--- config.mk ---
export PLATFORM = sky130hd
export DESIGN_NAME = isc_ctrl
export DESIGN_NICKNAME = d
export VERILOG_FILES = /design/src/hw/rtl/isc_pkg.sv /design/src/hw/rtl/isc_ctrl.sv
export SDC_FILE = /design/constraint.sdc
export NUM_CORES = 1
export LEC_CHECK = 0
export BUFFER_PORTS_ARGS = -buffer_cell sky130_fd_sc_hd__buf_4
export CORE_MARGIN = 2
export CORE_UTILIZATION = 35
export DETAILED_ROUTE_END_ITERATION = 10
export PLACE_DENSITY = 0.68
export REMOVE_ABC_BUFFERS = 1
export SETUP_SLACK_MARGIN = 0.05
export SYNTH_ARGS = -nofsm -noshare
export SYNTH_HDL_FRONTEND = slang
export SYNTH_SLANG_ARGS = --single-unit
--- constraint.sdc ---
create_clock -name clk -period 5.05 [get_ports clk]
set_clock_uncertainty 0.15 [all_clocks]
set_input_delay 1.01 -clock clk [delete_from_list [all_inputs] [get_ports clk]]
set_output_delay 1.01 -clock clk [all_outputs]
set_load 0.02 [all_outputs]
--- src/hw/rtl/isc_pkg.sv ---
package isc_pkg;

    localparam int FRAC_BITS_DEF = 32;
    localparam int MAX_ORDER_DEF = 15;

    // Log-domain values: signed, 32 fraction bits, wide enough for the
    // largest sum of step, history and gain terms.
    localparam int LOG_W   = 48;
    localparam int LOG_ONE_SH = 32;
    // Gain product |k*log| fits 56 bits; after the Q2.14 scale the
    // dividend for the division by the order fits DIV_W bits.
    localparam int DIV_W   = 42;
    localparam int PROD_W  = 80;
    localparam int GAIN_W  = 16;
    localparam int ORD_W   = 5;
    localparam int CFG_IDX_W = 3;

    localparam logic [1:0] KIND_ESTIMATE = 2'd0;
    localparam logic [1:0] KIND_UPDATE   = 2'd1;
    localparam logic [1:0] KIND_RESTART  = 2'd2;

    localparam logic [CFG_IDX_W-1:0] REG_GAIN_EXPLICIT_FIRST  = 3'd0;
    localparam logic [CFG_IDX_W-1:0] REG_GAIN_EXPLICIT_SECOND = 3'd1;
    localparam logic [CFG_IDX_W-1:0] REG_GAIN_IMPLICIT_FIRST  = 3'd2;
    localparam logic [CFG_IDX_W-1:0] REG_GAIN_IMPLICIT_SECOND = 3'd3;
    localparam logic [CFG_IDX_W-1:0] REG_ERROR_BIAS           = 3'd4;

    localparam logic [GAIN_W-1:0] RST_GAIN_EXPLICIT_FIRST  = 16'd6013;
    localparam logic [GAIN_W-1:0] RST_GAIN_EXPLICIT_SECOND = 16'd4391;
    localparam logic [GAIN_W-1:0] RST_GAIN_IMPLICIT_FIRST  = 16'd15565;
    localparam logic [GAIN_W-1:0] RST_GAIN_IMPLICIT_SECOND = 16'd15565;
    localparam logic [GAIN_W-1:0] RST_ERROR_BIAS           = 16'd256;
    localparam logic [GAIN_W-1:0] GAIN_UNITY               = 16'd16384;

    typedef enum logic [3:0] {
        OP_NONE,
        OP_LOG,
        OP_GAIN,
        OP_EXP,
        OP_UPDATE,
        OP_RESTART,
        OP_SET_MAX,
        OP_SET_ZERO
    } op_t;

    typedef enum logic [2:0] {
        SRC_H,
        SRC_BIAS,
        SRC_DSM,
        SRC_PREV_ERR,
        SRC_PREV_STEP
    } src_t;

    typedef enum logic [2:0] {
        GAIN_ONE,
        GAIN_K1I,
        GAIN_K2I,
        GAIN_K1E,
        GAIN_K2E
    } gsel_t;

    typedef struct packed {
        op_t   op;
        src_t  src;
        gsel_t gsel;
    } cmd_t;

    typedef struct packed {
        logic in_load;
        logic out_load;
    } xfer_t;

    typedef struct packed {
        logic       done;
        logic [1:0] kind;
        logic       first;
        logic       special_max;
        logic       step_zero;
    } status_t;

    // r(k) = floor(sqrt(r(k-1) * 2^31)), r(0) = 2^32: 2^(31 + 2^-k) in Q1.31.
    function automatic logic [31:0][32:0] gen_roots();
        logic [31:0][32:0] tab;
        logic [63:0] r;
        logic [63:0] v;
        logic [63:0] res;
        logic [63:0] bitv;
        r = 64'd1 << 32;
        tab = '0;
        for (int k = 0; k < 32; k++) begin
            v = r << 31;
            res = 64'd0;
            bitv = 64'd1 << 62;
            for (int j = 0; j < 32; j++) begin
                if (v >= res + bitv) begin
                    v = v - (res + bitv);
                    res = (res >> 1) + bitv;
                end
                else begin
                    res = res >> 1;
                end
                bitv = bitv >> 2;
            end
            r = res;
            tab[k] = r[32:0];
        end
        return tab;
    endfunction

    localparam logic [31:0][32:0] EXP_ROOTS = gen_roots();

endpackage

--- src/hw/rtl/isc_ctrl.sv ---
module isc_ctrl (
    input  logic             clk,
    input  logic             rst_n,
    input  logic             in_valid,
    output logic             in_ready,
    output logic             out_valid,
    input  logic             out_ready,
    input  isc_pkg::status_t status,
    output isc_pkg::cmd_t    cmd,
    output isc_pkg::xfer_t   xfer
);
    import isc_pkg::*;

    typedef enum logic [3:0] {
        S_IDLE,
        S_DISPATCH,
        S_LOG_H,
        S_LOG_B,
        S_LOG_D,
        S_LOG_PE,
        S_LOG_PS,
        S_G_ONE,
        S_G_K1I,
        S_G_K2I,
        S_G_K1E,
        S_G_K2E,
        S_EXP,
        S_SPECIAL,
        S_WAIT,
        S_FINISH
    } state_t;

    state_t state_reg, state_next;
    cmd_t   cmd_reg, cmd_next;
    logic   out_valid_reg, out_valid_next;

    assign in_ready      = (state_reg == S_IDLE);
    assign xfer.in_load  = in_valid && in_ready;
    assign xfer.out_load = (state_reg == S_FINISH) && (!out_valid_reg || out_ready);
    assign out_valid     = out_valid_reg;
    assign cmd           = cmd_reg;

    always_comb begin
        state_next = state_reg;
        cmd_next   = '{op: OP_NONE, src: SRC_H, gsel: GAIN_ONE};
        if (xfer.out_load) begin
            out_valid_next = 1'b1;
        end
        else if (out_ready) begin
            out_valid_next = 1'b0;
        end
        else begin
            out_valid_next = out_valid_reg;
        end

        case (state_reg)
            S_IDLE: begin
                if (xfer.in_load) begin
                    state_next = S_DISPATCH;
                end
            end
            S_DISPATCH: begin
                case (status.kind)
                    KIND_ESTIMATE: begin
                        if (status.special_max) begin
                            cmd_next.op = OP_SET_MAX;
                            state_next  = S_SPECIAL;
                        end
                        else if (status.step_zero) begin
                            cmd_next.op = OP_SET_ZERO;
                            state_next  = S_SPECIAL;
                        end
                        else begin
                            cmd_next.op  = OP_LOG;
                            cmd_next.src = SRC_H;
                            state_next   = S_LOG_H;
                        end
                    end
                    KIND_UPDATE: begin
                        cmd_next.op = OP_UPDATE;
                        state_next  = S_WAIT;
                    end
                    KIND_RESTART: begin
                        cmd_next.op = OP_RESTART;
                        state_next  = S_WAIT;
                    end
                    default: begin
                        state_next = S_IDLE;
                    end
                endcase
            end
            S_LOG_H: begin
                if (status.done) begin
                    cmd_next.op  = OP_LOG;
                    cmd_next.src = SRC_BIAS;
                    state_next   = S_LOG_B;
                end
            end
            S_LOG_B: begin
                if (status.done) begin
                    cmd_next.op  = OP_LOG;
                    cmd_next.src = SRC_DSM;
                    state_next   = S_LOG_D;
                end
            end
            S_LOG_D: begin
                if (status.done) begin
                    if (status.first) begin
                        cmd_next.op   = OP_GAIN;
                        cmd_next.gsel = GAIN_ONE;
                        state_next    = S_G_ONE;
                    end
                    else begin
                        cmd_next.op  = OP_LOG;
                        cmd_next.src = SRC_PREV_ERR;
                        state_next   = S_LOG_PE;
                    end
                end
            end
            S_LOG_PE: begin
                if (status.done) begin
                    cmd_next.op  = OP_LOG;
                    cmd_next.src = SRC_PREV_STEP;
                    state_next   = S_LOG_PS;
                end
            end
            S_LOG_PS: begin
                if (status.done) begin
                    cmd_next.op   = OP_GAIN;
                    cmd_next.gsel = GAIN_K1I;
                    state_next    = S_G_K1I;
                end
            end
            S_G_K1I: begin
                if (status.done) begin
                    cmd_next.op   = OP_GAIN;
                    cmd_next.gsel = GAIN_K2I;
                    state_next    = S_G_K2I;
                end
            end
            S_G_K2I: begin
                if (status.done) begin
                    cmd_next.op   = OP_GAIN;
                    cmd_next.gsel = GAIN_K1E;
                    state_next    = S_G_K1E;
                end
            end
            S_G_K1E: begin
                if (status.done) begin
                    cmd_next.op   = OP_GAIN;
                    cmd_next.gsel = GAIN_K2E;
                    state_next    = S_G_K2E;
                end
            end
            S_G_K2E, S_G_ONE: begin
                if (status.done) begin
                    cmd_next.op = OP_EXP;
                    state_next  = S_EXP;
                end
            end
            S_EXP, S_SPECIAL: begin
                if (status.done) begin
                    state_next = S_FINISH;
                end
            end
            S_WAIT: begin
                if (status.done) begin
                    state_next = S_IDLE;
                end
            end
            S_FINISH: begin
                if (xfer.out_load) begin
                    state_next = S_IDLE;
                end
            end
            default: begin
                state_next = S_IDLE;
            end
        endcase
    end

    always_ff @(posedge clk or negedge rst_n) begin
        if (!rst_n) begin
            state_reg     <= S_IDLE;
            cmd_reg       <= '{op: OP_NONE, src: SRC_H, gsel: GAIN_ONE};
            out_valid_reg <= 1'b0;
        end
        else begin
            state_reg     <= state_next;
            cmd_reg       <= cmd_next;
            out_valid_reg <= out_valid_next;
        end
    end

endmodule

==> reports/metrics.yaml <==
status:
  status: "completed"
pwr:
  leakage_uw: 0.000522
  powerDensity_nw_per_um2: 526
  irDropWorstVdd_mv: 0.318
clock_tree:
  clk_latency_ns: 0.28
  cts_hold_buf: 0
  cts_tree: "built"
  cts_repair_resize_count: 0
  post_cts_buffers: 0
  clockBufferDepth: 2
  clkSlewWorstSetupHoldPaths_ns: 0.08
  clock-sinks: 14
  cts_root_buf: "clkbuf_4"
  cts_max_level: 1
  cts-buffers-inserted: 3
yosys:
  yosys.area.top_type_share: 0.409
  post-synth-top-area-cell: "dfrtp_1"
  yosys.cell_count.top_type: "dfrtp_1"
  postSynthAreaPerCell_sq_um: 9.01
  synthTopCellsByCount: "dfrtp_1, inv_1, nor2_1"
  synth_warnings: 0
  ys_seq_area_frac: 0.409
  ys_seq_elements: 14
  synth.distinct_cells: 39
  synth_edf_count: 0
  syn_area_sq_um: 856
  ys.flop_type: "dfrtp_1"
  synthArstFlopShare: 1.00
  synthCells: 95
  synthTopCellsByArea: "dfrtp_1, inv_1, nor2_1"
global_route:
  grt_max_degree: 21
  grt_pass1_wl_microns: 2920
  grt_overflow_total: 0
  grt_use_total: 0.141
  antenna_found_initial: 0
  grt_pass1_vias: 681
critical_path:
  cp_data_arrival_time_ns: 1.74
  crit_buf_inv: 1
  cp.required_ns: 3.89
  startpoint_type: "register"
  slowest_stage: "dfrtp_1"
  worstSetupPathType: "reg2out"
  critPathMaxFanout: 20
  critical-path-top-delay-family: "flip-flops"
  slowest_delay_ns: 0.71
  end_kind: "output port"
  cp_cell_sequence: "nand4_1 > a21oi_2 > buf_4"
sta:
  finalCriticalPeriod_ns: 2.90
  grt_setup_unrepaired: "no"
  fin_ws_ns: 2.15
  drv_slew: 0
  worst_pin_slew_ns: 0.563
  finalSetupViolCount: 0
  fin_crit_sh: 0.574
  hold_viol: 0
  fmax_mhz: 345
  relSlewSlack: 0.625
  hold_ws_ns: 0.413
  setup-tns-final_ns: 0
floorplanning:
  die_y_microns: 53.5
  num_io_pins: 24
  die_area_sq_um: 2860
  initial_utilization: 0.380
  die_w_microns: 53.5
  num_rows: 17
  core_region_area_sq_um: 2250
final_layout:
  n_fill_cell: 238
  syn2layout_area_growth_pct: 22.1
  drive_above_1_share: 0.257
  largest_register_ffs: 9
  antennaDiodeCount: 0
  fin_area_sq_um: 1040
  layout.nets: 126
  finalNonFillerCells: 141
route:
  firstDrtPassIters: 4
  num_vias: 765
  ant_nets: 0
  drt-vias-per-instance: 5.43
  drcViolationCount: 0
  wl_microns: 1740
  drtIter0Drc: 9
  post_drt_wl_per_cell_microns: 12.3
place:
  pre_cts_ws_ns: 2.31
  routabilityCongestion: 0.929
  hpwlAfterDp_microns: 1350
  port_buffers: 22
  placed_cells: 137
  post_dp_cell_area_sq_um: 1010
run:
  max-cap-violations: 0
hold_path:
  holdCritPathClass: "in2async"
## final timing paths
kind,to,slack (ns),cells after the start,start
setup / recovery,xfer[0],2.15,3,state_reg[1]$_DFFE_PN0P_
hold / removal,cmd[8]$_DFF_PN0_,0.41,1,rst_n
setup reg to reg,state_reg[0]$_DFFE_PN0P_,3.06,4,state_reg[1]$_DFFE_PN0P_
hold reg to reg,out_valid$_DFFE_PN0P_,0.42,2,out_valid$_DFFE_PN0P_
max in group asynchronous,cmd[2]$_DFF_PN0_,4.17,1,rst_n
min in group clk,out_valid$_DFFE_PN0P_,0.42,2,out_valid$_DFFE_PN0P_
## placed cells by master, fill, tap and decap left out, types with 2 or more instances in the layout
cell      instances
nor2_1            9
a21o_1            2
nand2b_1          4
or2_1             2
a21oi_1           5
a22oi_1           2
dfrtp_1          14
clkbuf_4          3
inv_1             9
ha_1              2
o21ai_0           5
nand2_1           3
nor4_1            2
nor3_1            6
buf_4            22
and3_1            2
## per-stage QoR
stage | power (uW) | util
after floorplan | 384 | -
after global placement | 468 | 0.447
after detailed placement | 473 | 0.447
after CTS | 551 | 0.463
after global routing | 593 | 0.463
final | 550 | 0.463
## routing by layer
layer | part of all wire | vias up | track usage
met4 | 0.024 | 0 | 0.0470
met5 | 0 | - | 0
li1 | - | 367 | -
met2 | 0.48 | 26 | 0.228
met3 | 0.059 | 4 | 0.0508
met1 | 0.44 | 368 | 0.170
## area by class of cell
| cell class | count | area [sq um] | share of cell area |
|---|---|---|---|
| multi-input cells | 64 | 424 | 0.406 |
| flip-flops and latches | 14 | 350 | 0.335 |
| repair buffers | 22 | 165 | 0.158 |
| clock buffers | 4 | 36.3 | 0.0347 |
| well taps | 28 | 35.0 | 0.0335 |
| inverters | 9 | 33.8 | 0.0323 |
## power breakdown
part	switching [uW]	internal (uW)
Clock	35.1	43.8
Sequential	60.1	145
Combinational	146	120
Total	242	308
## cells by family (layout without fill, tap and decap cells)
family / after synthesis / count (layout) / synth area share
buf+inv: 17 / 35 / 0.0950
compound gates: 28 / 28 / 0.257
simple gates: 32 / 32 / 0.193
fa+ha+maj: 2 / 2 / 0.0292
other cells: 1 / 1 / 0.00438
flops: 14 / 14 / 0.409
mux: 1 / 1 / 0.0117
## worst reg2reg max path: stages (launching register included)
cell and delay, ns:
dfrtp_1 0.59, nand2b_1 0.35, nor4_1 0.46, a2bb2oi_1 0.24
a22o_1 0.15
Note: power is estimated with default switching activity, not from simulation.
